File: src/sv/smvlq_pkg.sv
// Shared types, character codes and the base64 digit decoder.
package smvlq_pkg;

  localparam int MAX_FIELDS = 5;
  localparam int LINE_W     = 24;
  localparam int FIELD_W    = 32;

  localparam logic [7:0] CH_COMMA = 8'h2C;
  localparam logic [7:0] CH_SEMI  = 8'h3B;

  // One classified input character.
  typedef struct packed {
    logic [5:0] digit;  // base64 value, bit 5 is the continuation flag
    logic       sep;    // comma or semicolon
    logic       semi;   // semicolon
    logic       last;   // final character of the string
  } token_t;

  // One decoded segment.
  typedef struct packed {
    logic [LINE_W-1:0]                   gen_line;
    logic [MAX_FIELDS-1:0][FIELD_W-1:0]  field_val;
    logic [MAX_FIELDS-1:0]               present_mask;
    logic                                line_end;
  } result_t;

  // Base64 alphabet; anything else decodes as zero.
  function automatic logic [5:0] digit_value(input logic [7:0] c);
    logic [5:0] d;
    d = 6'd0;
    case (c) inside
      [8'h41:8'h5A]: d = 6'(c - 8'h41);
      [8'h61:8'h7A]: d = 6'(c - 8'h61 + 8'd26);
      [8'h30:8'h39]: d = 6'(c - 8'h30 + 8'd52);
      8'h2B:         d = 6'd62;
      8'h2F:         d = 6'd63;
      default:       d = 6'd0;
    endcase
    return d;
  endfunction

endpackage

File: src/sv/smvlq_fifo.sv
// Small flip-flop queue with push/full and pop/empty sides.
module smvlq_fifo #(
  parameter int WIDTH = 8,
  parameter int DEPTH = 2
) (
  input  logic             clk,
  input  logic             rst,
  input  logic             push,
  input  logic [WIDTH-1:0] wdata,
  output logic             full,
  input  logic             pop,
  output logic [WIDTH-1:0] rdata,
  output logic             empty
);

  localparam int PW = (DEPTH > 1) ? $clog2(DEPTH) : 1;
  localparam int CW = $clog2(DEPTH + 1);

  logic [WIDTH-1:0] mem [DEPTH];
  logic [PW-1:0]    wr_ptr;
  logic [PW-1:0]    rd_ptr;
  logic [CW-1:0]    count;
  logic             do_push;
  logic             do_pop;

  assign full    = (count == CW'(DEPTH));
  assign empty   = (count == '0);
  assign do_push = push && !full;
  assign do_pop  = pop && !empty;
  assign rdata   = mem[rd_ptr];

  always_ff @(posedge clk) begin
    if (do_push) begin
      mem[wr_ptr] <= wdata;
    end
  end

  always_ff @(posedge clk) begin
    if (rst) begin
      wr_ptr <= '0;
      rd_ptr <= '0;
      count  <= '0;
    end else begin
      if (do_push) begin
        wr_ptr <= (wr_ptr == PW'(DEPTH - 1)) ? '0 : wr_ptr + 1'b1;
      end
      if (do_pop) begin
        rd_ptr <= (rd_ptr == PW'(DEPTH - 1)) ? '0 : rd_ptr + 1'b1;
      end
      if (do_push && !do_pop) begin
        count <= count + 1'b1;
      end else if (do_pop && !do_push) begin
        count <= count - 1'b1;
      end
    end
  end

endmodule

File: src/sv/smvlq_front.sv
// Front end: classifies each character and queues it for the decoder.
module smvlq_front import smvlq_pkg::*; (
  input  logic       clk,
  input  logic       rst,
  input  logic       push,
  output logic       full,
  input  logic [7:0] text_char,
  input  logic       end_of_text,
  input  logic       tok_pop,
  output logic       tok_empty,
  output token_t     tok
);

  token_t                tok_in;
  logic                  q_full;
  logic [$bits(token_t)-1:0] q_rdata;

  always_comb begin
    tok_in.semi  = (text_char == CH_SEMI);
    tok_in.sep   = tok_in.semi || (text_char == CH_COMMA);
    tok_in.digit = digit_value(text_char);
    tok_in.last  = end_of_text;
  end

  // hold off the source while in reset
  assign full = q_full || rst;
  assign tok  = token_t'(q_rdata);

  smvlq_fifo #(
    .WIDTH ($bits(token_t)),
    .DEPTH (2)
  ) u_tok_q (
    .clk   (clk),
    .rst   (rst),
    .push  (push && !rst),
    .wdata (tok_in),
    .full  (q_full),
    .pop   (tok_pop),
    .rdata (q_rdata),
    .empty (tok_empty)
  );

endmodule

File: src/sv/smvlq_back.sv
// Back end: VLQ digit assembly, zigzag unfold, running fields, segment close.
module smvlq_back import smvlq_pkg::*; #(
  parameter int NUM_FIELDS = 5
) (
  input  logic    clk,
  input  logic    rst,
  input  token_t  tok,
  input  logic    tok_empty,
  output logic    tok_pop,
  input  logic    res_full,
  output logic    res_push,
  output result_t res
);

  logic [FIELD_W-1:0] accum;
  logic [5:0]         shift;
  logic [2:0]         fp;
  logic [FIELD_W-1:0] run [MAX_FIELDS];
  logic [MAX_FIELDS-1:0] mask;
  logic               line_start;
  logic [LINE_W-1:0]  line_count;

  logic [FIELD_W-1:0] accum_add;
  logic [6:0]         shift_sum;
  logic [5:0]         shift_add;
  logic               fin;
  logic               close;
  logic               emit;
  logic [FIELD_W-1:0] num;
  logic [FIELD_W-1:0] mag;
  logic [2:0]         fp_fin;
  logic [MAX_FIELDS-1:0] mask_fin;
  logic [FIELD_W-1:0] run_fin [MAX_FIELDS];

  assign tok_pop  = !tok_empty && !res_full;
  assign close    = tok.sep || tok.last;

  always_comb begin
    // accum only holds bits below shift, so OR places the new group
    accum_add = accum;
    if (!shift[5]) begin
      accum_add = accum | (FIELD_W'(tok.digit[4:0]) << shift[4:0]);
    end
    shift_sum = {1'b0, shift} + 7'd5;
    shift_add = (shift_sum > 7'd63) ? 6'd63 : shift_sum[5:0];
    fin = tok.sep ? (shift != 6'd0) : (!tok.digit[5] || tok.last);
    num = tok.sep ? accum : accum_add;
    mag = num >> 1;
    fp_fin = fin ? ((fp == 3'd7) ? 3'd7 : fp + 3'd1) : fp;
    emit = close && (fp_fin != 3'd0);
  end

  for (genvar k = 0; k < MAX_FIELDS; k++) begin : g_field
    if (k < NUM_FIELDS) begin : g_live
      logic [FIELD_W-1:0] base;
      logic               hit;
      assign hit  = fin && (fp == 3'(k));
      assign base = ((k == 0) && line_start) ? '0 : run[k];
      assign run_fin[k]  = hit ? (num[0] ? base - mag : base + mag) : run[k];
      assign mask_fin[k] = mask[k] | hit;

      always_ff @(posedge clk) begin
        if (rst) begin
          run[k] <= '0;
        end else if (tok_pop) begin
          run[k] <= tok.last ? '0 : run_fin[k];
        end
      end
    end else begin : g_dead
      assign run[k]      = '0;
      assign run_fin[k]  = '0;
      assign mask_fin[k] = 1'b0;
    end
  end

  always_comb begin
    res.gen_line     = line_count;
    res.present_mask = mask_fin;
    res.line_end     = tok.semi || tok.last;
    for (int k = 0; k < MAX_FIELDS; k++) begin
      res.field_val[k] = run_fin[k];
    end
  end

  assign res_push = tok_pop && emit;

  always_ff @(posedge clk) begin
    if (rst) begin
      accum      <= '0;
      shift      <= '0;
      fp         <= '0;
      mask       <= '0;
      line_start <= 1'b1;
      line_count <= '0;
    end else if (tok_pop) begin
      if (tok.last) begin
        accum      <= '0;
        shift      <= '0;
        fp         <= '0;
        mask       <= '0;
        line_start <= 1'b1;
        line_count <= '0;
      end else if (close) begin
        accum <= '0;
        shift <= '0;
        fp    <= '0;
        mask  <= mask_fin;
        if (tok.semi) begin
          line_start <= 1'b1;
          if (line_count != '1) begin
            line_count <= line_count + 1'b1;
          end
        end else if (emit) begin
          line_start <= 1'b0;
        end
      end else begin
        accum <= fin ? '0 : accum_add;
        shift <= fin ? '0 : shift_add;
        fp    <= fp_fin;
        mask  <= mask_fin;
      end
    end
  end

  a_emit_on_consume: assert property (@(posedge clk) disable iff (rst)
    res_push |-> (tok_pop && close))
    else $error("segment emitted without a closing character");

  a_clean_upper: assert property (@(posedge clk) disable iff (rst)
    !shift[5] |-> ((accum >> shift[4:0]) == '0))
    else $error("accumulator has bits above the digit position");

  a_last_resets: assert property (@(posedge clk) disable iff (rst)
    (tok_pop && tok.last) |=> (fp == 3'd0 && line_count == '0 && line_start && mask == '0))
    else $error("state not cleared after end of text");

endmodule

File: src/sv/source_map_vlq_mapping_decoder.sv
// Top level: source map v3 base64 VLQ mappings decoder.
//
//  channel   | handshake          | words
//  ----------+--------------------+---------------------------------------------
//  input     | push / full        | text_char, end_of_text (one character)
//  result    | pop / empty        | gen_line, gen_column, src_index,
//            |                    | orig_line, orig_column, name_index,
//            |                    | present_mask, line_end (one segment)
//
// One character is taken per clock while full is low. The front classifies it and
// queues a token; the back runs one token per clock while the result queue has
// room, through a single add/subtract per field, so the sustained rate is one
// character per cycle when results are taken. A segment result passes through the
// token queue, then the decoder into the result queue, before it appears on the
// result ports.
// rst is synchronous: both queues empty, decoder back to its start state;
// full is held high while rst is high.
// A stalled result side fills the two-word result queue, then the two-word
// token queue, and only then raises full.
module source_map_vlq_mapping_decoder import smvlq_pkg::*; #(
  parameter int NUM_FIELDS = 5
) (
  input  logic               clk,
  input  logic               rst,
  // character input
  input  logic               push,
  output logic               full,
  input  logic [7:0]         text_char,
  input  logic               end_of_text,
  // segment output
  input  logic               pop,
  output logic               empty,
  output logic [23:0]        gen_line,
  output logic signed [31:0] gen_column,
  output logic signed [31:0] src_index,
  output logic signed [31:0] orig_line,
  output logic signed [31:0] orig_column,
  output logic signed [31:0] name_index,
  output logic [4:0]         present_mask,
  output logic               line_end
);

  token_t  tok;
  logic    tok_empty;
  logic    tok_pop;
  logic    res_full;
  logic    res_push;
  result_t res_in;
  result_t res_out;
  logic [$bits(result_t)-1:0] res_rdata;

  // front: character classification and token queue
  smvlq_front u_front (
    .clk         (clk),
    .rst         (rst),
    .push        (push),
    .full        (full),
    .text_char   (text_char),
    .end_of_text (end_of_text),
    .tok_pop     (tok_pop),
    .tok_empty   (tok_empty),
    .tok         (tok)
  );

  // back: number assembly and running fields
  smvlq_back #(
    .NUM_FIELDS (NUM_FIELDS)
  ) u_back (
    .clk       (clk),
    .rst       (rst),
    .tok       (tok),
    .tok_empty (tok_empty),
    .tok_pop   (tok_pop),
    .res_full  (res_full),
    .res_push  (res_push),
    .res       (res_in)
  );

  // result queue decouples the consumer from the decoder
  smvlq_fifo #(
    .WIDTH ($bits(result_t)),
    .DEPTH (2)
  ) u_res_q (
    .clk   (clk),
    .rst   (rst),
    .push  (res_push),
    .wdata (res_in),
    .full  (res_full),
    .pop   (pop),
    .rdata (res_rdata),
    .empty (empty)
  );

  assign res_out      = result_t'(res_rdata);
  assign gen_line     = res_out.gen_line;
  assign gen_column   = res_out.field_val[0];
  assign src_index    = res_out.field_val[1];
  assign orig_line    = res_out.field_val[2];
  assign orig_column  = res_out.field_val[3];
  assign name_index   = res_out.field_val[4];
  assign present_mask = res_out.present_mask;
  assign line_end     = res_out.line_end;

endmodule

File: config.mk
export PLATFORM = sky130hd
export DESIGN_NAME = source_map_vlq_mapping_decoder
export DESIGN_NICKNAME = d
export VERILOG_FILES = /design/src/sv/smvlq_pkg.sv /design/src/sv/smvlq_fifo.sv /design/src/sv/smvlq_front.sv /design/src/sv/smvlq_back.sv /design/src/sv/source_map_vlq_mapping_decoder.sv
export SDC_FILE = /design/constraint.sdc
export NUM_CORES = 1
export LEC_CHECK = 0
export BUFFER_PORTS_ARGS = -buffer_cell sky130_fd_sc_hd__buf_2
export CORE_ASPECT_RATIO = 0.75
export CORE_MARGIN = 2
export CORE_UTILIZATION = 60
export CTS_BUF_LIST = sky130_fd_sc_hd__clkbuf_8
export DETAILED_ROUTE_END_ITERATION = 8
export PLACE_DENSITY_LB_ADDON = 0.3
export SKIP_LAST_GASP = 1
export SYNTH_ARGS = -nofsm -noshare
export SYNTH_HDL_FRONTEND = slang
export SYNTH_SLANG_ARGS = --single-unit
File: constraint.sdc
create_clock -name clk -period 22.9 [get_ports clk]
set_input_delay 2.29 -clock clk [delete_from_list [all_inputs] [get_ports clk]]
set_output_delay 2.29 -clock clk [all_outputs]
set_load 0.1 [all_outputs]
==> run summary, run 1 <==
initial antenna violation count = 1
Synth Instances = 3,542
placer congestion estimate = 0.979
cell area after synthesis = 37,400 sq um
antenna viol nets, final = 0
Reg-to-Reg End = u_back.run[4][25]$_SDFFCE_PP0P_
Setup violations, final = 0
Congestion Overflow GR = 0
CTS tree = done
post-route setup TNS = 0 ns
Total GRT Usage = 31.1%
R2R setup slack = 14.35 ns
Critical Path RT = 23.40 ns
HP Class = reg2reg
vias per cell = 6.30
Sink Count = 639
die area = 64,400 sq um
Vias = 29,000
Period minus WS final = 8.55 ns
commonest cells after routing, fill and taps aside = edfxtp_1 (558), nand2_1 (314), nor2_1 (295)
Arr. time, crit path = 9.05 ns
RSZ-0062 raised after global routing = no
Crit Path Class = reg2reg
worst skew pair latency = 0.75 ns
die width = 292 um
first-pass detailed-route iteration total = 7
core area = 61,800 sq um
status = completed
CTS Buf Count = 100
worst-path fanout max = 17
Critical Path End = u_back.run[4][25]$_SDFFCE_PP0P_
Detailed Route WL = 102,000 um
Layout area overhead = 10.6%
crit end category = register
Initial Util = 60.5%
layout cells sized above 1 = 18.5%
commonest non-fill, non-tap cell in the layout = edfxtp_1
Port Buffers = 204
DRT iter0 DRCs = 3,698
Gates resized, CTS repair = 0
Final Max Slew Viols = 0
Syn Nets = 3,618
Final Hold Fails = 0
Chip Height = 220 um
prevailing post-synth register cell = edfxtp_1
async set-reset flop share out of synthesis = 0%
H-tree depth = 3
Max Freq = 0.117 GHz
vias in the first global route = 26,500
mean post-synth cell area = 10.6 sq um
Final #Nets = 3,785
IO Pins = 205
clk buf depth = 3
Yosys reg bits = 639
# rows = 79
clk_skew = 0.0460 ns
total number of yosys warnings = 0
remaining routing DRC violations = 0
DR WL/cell = 22.2 um
CP startpoint kind = register
Post-synth EDFFs = 558
Seq/Total Area, Yosys = 49.2%
largest net degree at the start of global routing = 127
postcts setup bufs = 0
Unique masters post-synth = 113
slew at the pin closest to its max-slew limit = 1.22 ns
first-pass GRT wire length = 155,000 um
Clock transition at path regs = 0.07 ns
CTS Hold Bufs = 0
Reg2Reg Depth = 24
root buffer cell = clkbuf_8
fin crit share = 37.3%
Rel. slew slack = 17.6%
number of diodes = 0
number of max-cap violations = 0
Final HPWL DP = 69,400 um
[layout make-up]
cell class                 instances  area [sq um]
clock buffer                     103          1420
clock inverter                    80           729
fill                            4752         20400
inverter                          82           313
multi-input combinational       2613         17900
sequential                       639         18400
tap                              810          1010
timing repair buffer             273          1550
[Yosys cell counts (25+ instances only)]
library cell / n / area, sq um
a21o_1: 48 / 360
a21oi_1: 238 / 1190
a31oi_1: 62 / 388
and2_1: 180 / 1130
clkbuf_1: 162 / 608
dfxtp_1: 81 / 1620
edfxtp_1: 558 / 16800
ha_1: 58 / 726
inv_1: 81 / 304
maj3_1: 65 / 651
mux2_2: 197 / 2220
nand2_1: 315 / 1180
nand2b_1: 36 / 225
nand3_1: 59 / 295
nand4_1: 27 / 169
nor2_1: 296 / 1110
nor2b_1: 29 / 181
nor3_1: 64 / 320
o21ai_0: 126 / 631
o22ai_1: 27 / 169
o31ai_1: 25 / 188
xnor2_1: 270 / 2360
xor2_1: 75 / 657
[cells by family (layout without fill, tap and decap cells)]
logic type / count (synthesis) / after routing / share of synthesized area, %
AOI/OAI and AO/OA: 785 / 785 / 13.8
buffers and inverters: 290 / 538 / 3.12
muxes: 220 / 220 / 6.78
xor gates and xnor gates: 348 / 348 / 8.25
DFF: 639 / 639 / 49.2
adders and majority gates: 141 / 141 / 4.34
and+or+nand+nor: 1119 / 1119 / 14.6
[worst min-delay path by stage]
stage               depth (start not counted)  slack, ns                    startpoint                            to
floorplan                                   2       0.43   u_back.mask[0]$_SDFFE_PP0P_   u_back.mask[0]$_SDFFE_PP0P_
global placement                            2       0.44   u_back.mask[4]$_SDFFE_PP0P_   u_back.mask[4]$_SDFFE_PP0P_
detailed placement                          2       0.45   u_back.mask[4]$_SDFFE_PP0P_   u_back.mask[4]$_SDFFE_PP0P_
CTS                                         2       0.47   u_back.mask[4]$_SDFFE_PP0P_   u_back.mask[4]$_SDFFE_PP0P_
global route                                2       0.49  u_back.accum[2]$_SDFFE_PP0P_  u_back.accum[2]$_SDFFE_PP0P_
finish                                      2       0.47   u_back.mask[4]$_SDFFE_PP0P_   u_back.mask[4]$_SDFFE_PP0P_
[per-stage QoR]
step / std cells / util, % / worst slack (ns) / instance area (sq um) / hold WS (ns)
2_1_floorplan: 3542 / - / 2.04 / 37400 / 0.428
3_3_place_gp: 4417 / 63.5 / 14.90 / 39200 / 0.439
3_5_place_dp: 4417 / 63.5 / 14.66 / 39200 / 0.454
4_1_cts: 4600 / 66.9 / 14.68 / 41300 / 0.471
5_1_grt: 4600 / 66.9 / 13.75 / 41300 / 0.487
6_report: 4600 / 66.9 / 14.35 / 41300 / 0.470
[per-layer routing]
metal | wire length, um | track usage [%]
met1 | 45600 | 46.8
met5 | 13 | 0
met3 | 11200 | 7.19
met2 | 43000 | 45.2
met4 | 2210 | 8.29
[critical path: stages, from the launching register on]
cell       delay, ns
dfxtp_1         0.91
mux2_2          0.52
nor2_1          0.69
a21oi_1         0.27
nand3_1         0.61
o21ai_0         0.20
xnor2_1         0.44
ha_1            0.29
nand2_1         0.06
o21ai_0         0.76
o2111ai_1       0.21
nand3_1         0.14
o22ai_1         0.10
a221oi_2        0.31
a211oi_2        0.17
a2111oi_1       0.30
nor2_1          0.15
a311oi_2        0.52
o21ai_1         0.18
a311oi_1        0.49
o2111ai_1       0.21
nand3_2         0.16
mux2_4          0.31
xor2_1          0.16
and2_1          0.15
[flip-flops by register name, summed over array words and instances (netlist names), 3 cells and up, named ones only]
register / cells
u_res_q.mem: 380
u_back.run: 160
u_back.accum: 32
u_back.line_count: 24
u_front.u_tok_q.mem: 18
u_back.shift: 6
u_back.mask: 5
u_back.fp: 3
Power of run 1 is left out: the tool's default activity adds up to more than one toggle a clock period on the data nets, which glitch-free logic cannot reach.
==> inputs of run 2 (changes only) <==
ABC_AREA = 1   (was unset)
clock period = 8.5 ns   (was 22.9 ns; I/O delays follow)
==> run 2 against run 1 <==
  * Synthesized cell count rose by 35%
  * Sequential share of layout area down 1.8 points
  * First-iteration DRC count rose by 18%
  * Count of clock-buffer cells in the layout increased by 3
  * Clock skew is 0.0064 ns lower
  * Highest routed layer unchanged
  * Area after synthesis up 4.8%
==> run summary, run 2 <==
status = completed
Reg2Reg Depth = 23 (-4.2%)
area leader, netlist = edfxtp_1
clk_skew = 0.0396 ns (-0.00637 ns)
Layout area overhead = 9.94%
commonest non-fill, non-tap cell in the layout = nand2_1
Worst path max stage delay = 0.72 ns (-0.19 ns)
slowest CP cell = nand2_1
Critical Path RT = 8.95 ns (-14.45 ns)
remaining routing DRC violations = 0 (unchanged)
IO Pins = 205 (unchanged)
Max Freq = 0.180 GHz (+54%)
Setup violations, final = 0 (unchanged)
DR WL/cell = 20.2 um (-9.1%)
Final #Nets = 5,070 (+34%)
Top cell by count, worst path = nand2_1
Seq/Total Area, Yosys = 46.9% (-2.3 points)
number of max-cap violations = 0 (unchanged)
worst hold stages = 1 (-1)
Rel. slew slack = 15.6% (-2.1 points)
Congestion Overflow GR = 0 (unchanged)
CTS Hold Bufs = 0 (unchanged)
number of diodes = 0 (unchanged)
Fillers = 5,425 (+14%)
total number of yosys warnings = 0 (unchanged)
Vias = 34,200 (+18%)
Yosys reg bits = 639 (unchanged)
Reg with most FFs = u_res_q.mem
first-pass detailed-route iteration total = 8 (+1)
prevailing post-synth register cell = edfxtp_1
Syn Nets = 4,851 (+34%)
die width = 299 um (+2.3%)
CP delay by family, top = simple AND/OR/NAND/NOR gates
worst-path fanout max = 21 (+4)
HP Class = in2reg
Synth Instances = 4,775 (+35%)
ranking of synthesized cells by area = edfxtp_1 (43%), nand2_1 (14%), mux2_2 (5.5%)
core area = 64,900 sq um (+5.0%)
Initial Util = 60.4% (-0.11 points)
Detailed Route WL = 120,000 um (+18%)
Period minus WS final = 5.57 ns (-2.98 ns)
cell area after synthesis = 39,200 sq um (+4.8%)
Final Max Slew Viols = 0 (unchanged)
most frequent cell after synthesis = nand2_1
die area = 67,400 sq um (+4.7%)
Final HPWL DP = 84,600 um (+22%)
biggest regs = u_res_q.mem: 380 flops, u_back.run: 160 flops, u_back.accum: 32 flops
mean post-synth cell area = 8.21 sq um (-22%)
Clock transition at path regs = 0.06 ns (about the same)
fin crit share = 65.5% (+28 points)
Arr. time, crit path = 6.02 ns (-3.03 ns)
Levels on crit path = 23 (-4.2%)
max reg flops = 380 (unchanged)
commonest cells after routing, fill and taps aside = nand2_1 (1,455), inv_1 (585), edfxtp_1 (558)
CTS Buf Count = 100 (unchanged)
H-tree depth = 3 (unchanged)
Gates resized, CTS repair = 0 (unchanged)
vias in the first global route = 31,000 (+17%)
Port Buffers = 204 (unchanged)
worst-path cell chain = inv_1, nand3_1, nand4_1, nand2_2, nor2_2, nand2_1, nand2_1, nand2_1, nand2_1, nand2_1, nand3_1, nand2_1, nand3_1, nand2_1, nand2_1, nand2_1, nand3_1, nand2_2, nand2_1, nand3_1, nand3_1, nand2_1, nor2_1
Unique masters post-synth = 65 (-42%)
vias per cell = 5.74 (-8.9%)
largest net degree at the start of global routing = 155 (+22%)
clk buf depth = 3 (unchanged)
Chip Height = 225 um (+2.3%)
initial antenna violation count = 2 (+1)
root buffer cell = clkbuf_8
layout cells sized above 1 = 16.9% (-1.7 points)
antenna viol nets, final = 0 (unchanged)
top post-synthesis cells by count = nand2_1 (1,455), edfxtp_1 (558), inv_1 (547), nor2_1 (467), nand3_1 (373)
worst skew pair latency = 0.76 ns (about the same)
top-area cell type share of the netlist area = 42.8% (-2.1 points)
first-pass GRT wire length = 180,000 um (+16%)
post-route setup TNS = 0 ns (unchanged)
CTS tree = done
Sink Count = 639 (unchanged)
# rows = 81 (+2.5%)
RSZ-0062 raised after global routing = no
Post-synth EDFFs = 558 (unchanged)
DRT iter0 DRCs = 4,380 (+18%)
async set-reset flop share out of synthesis = 0% (unchanged)
Total GRT Usage = 35.2% (+4.1 points)
slew at the pin closest to its max-slew limit = 1.27 ns (+0.0419 ns)
Crit Path Class = reg2reg
CP startpoint kind = register
crit end category = register
Final Hold Fails = 0 (unchanged)
postcts setup bufs = 0 (unchanged)
Worst Path Buf+Inv = 1 (+1)
placer congestion estimate = 1.04 (+6.7%)
==> run 2: final timing paths <==
path              slack [ns]                                  end                           from
setup reg to reg        2.93      u_back.run[3][29]$_SDFFCE_PP0P_   u_back.shift[2]$_SDFFE_PP0P_
setup / recovery        2.93      u_back.run[3][29]$_SDFFCE_PP0P_   u_back.shift[2]$_SDFFE_PP0P_
hold / removal          0.32  u_front.u_tok_q.mem[1][0]$_DFFE_PP_                    end_of_text
hold reg to reg         0.46        u_back.accum[27]$_SDFFE_PP0P_  u_back.accum[27]$_SDFFE_PP0P_
==> run 2: logic make-up (layout without fill, tap and decap cells) <==
kind of cell | after synthesis | after routing | synth area share (%)
AOI/OAI and AO/OA | 417 | 417 | 5.94
xor gates and xnor gates | 111 | 111 | 2.50
adders and majority gates | 63 | 63 | 2.11
and+or+nand+nor | 2658 | 2658 | 29.9
muxes | 192 | 192 | 5.51
buffers and inverters | 695 | 999 | 7.11
DFF | 639 | 639 | 46.9
==> run 2: stage by stage <==
step           hold WS [ns]  cell area [sq um]  cells  worst slack (ns)  util (%)
2_1_floorplan         0.426              39200   4775              1.02         -
3_3_place_gp          0.440              41000   5763              3.33      63.2
3_5_place_dp          0.442              41000   5763              3.19      63.2
4_1_cts               0.272              43100   5950              3.17      66.4
5_1_grt               0.307              43100   5950              2.69      66.4
6_report              0.321              43100   5950              2.93      66.4
==> run 2: layout make-up <==
cell class,instances,area [sq um],share of cell area (%)
tap,871,1090,2.53
sequential,639,18400,42.7
inverter,577,2180,5.07
clock inverter,81,613,1.42
clock buffer,106,1460,3.39
timing repair buffer,235,1290,3.00
multi-input combinational,3441,18100,41.9
==> run 2: layer usage <==
| metal | up-vias | GRT usage (%) | wire length, um | share of wire, % |
|---|---|---|---|---|
| met2 | 1884 | 49.9 | 48700 | 41 |
| met5 | - | 0 | 31 | 0.026 |
| met1 | 15800 | 49.8 | 51000 | 43 |
| met4 | 4 | 14.9 | 5340 | 4.5 |
| li1 | 16200 | - | - | - |
| met3 | 321 | 11.1 | 14900 | 12 |
Power of run 2 is left out for the same reason.
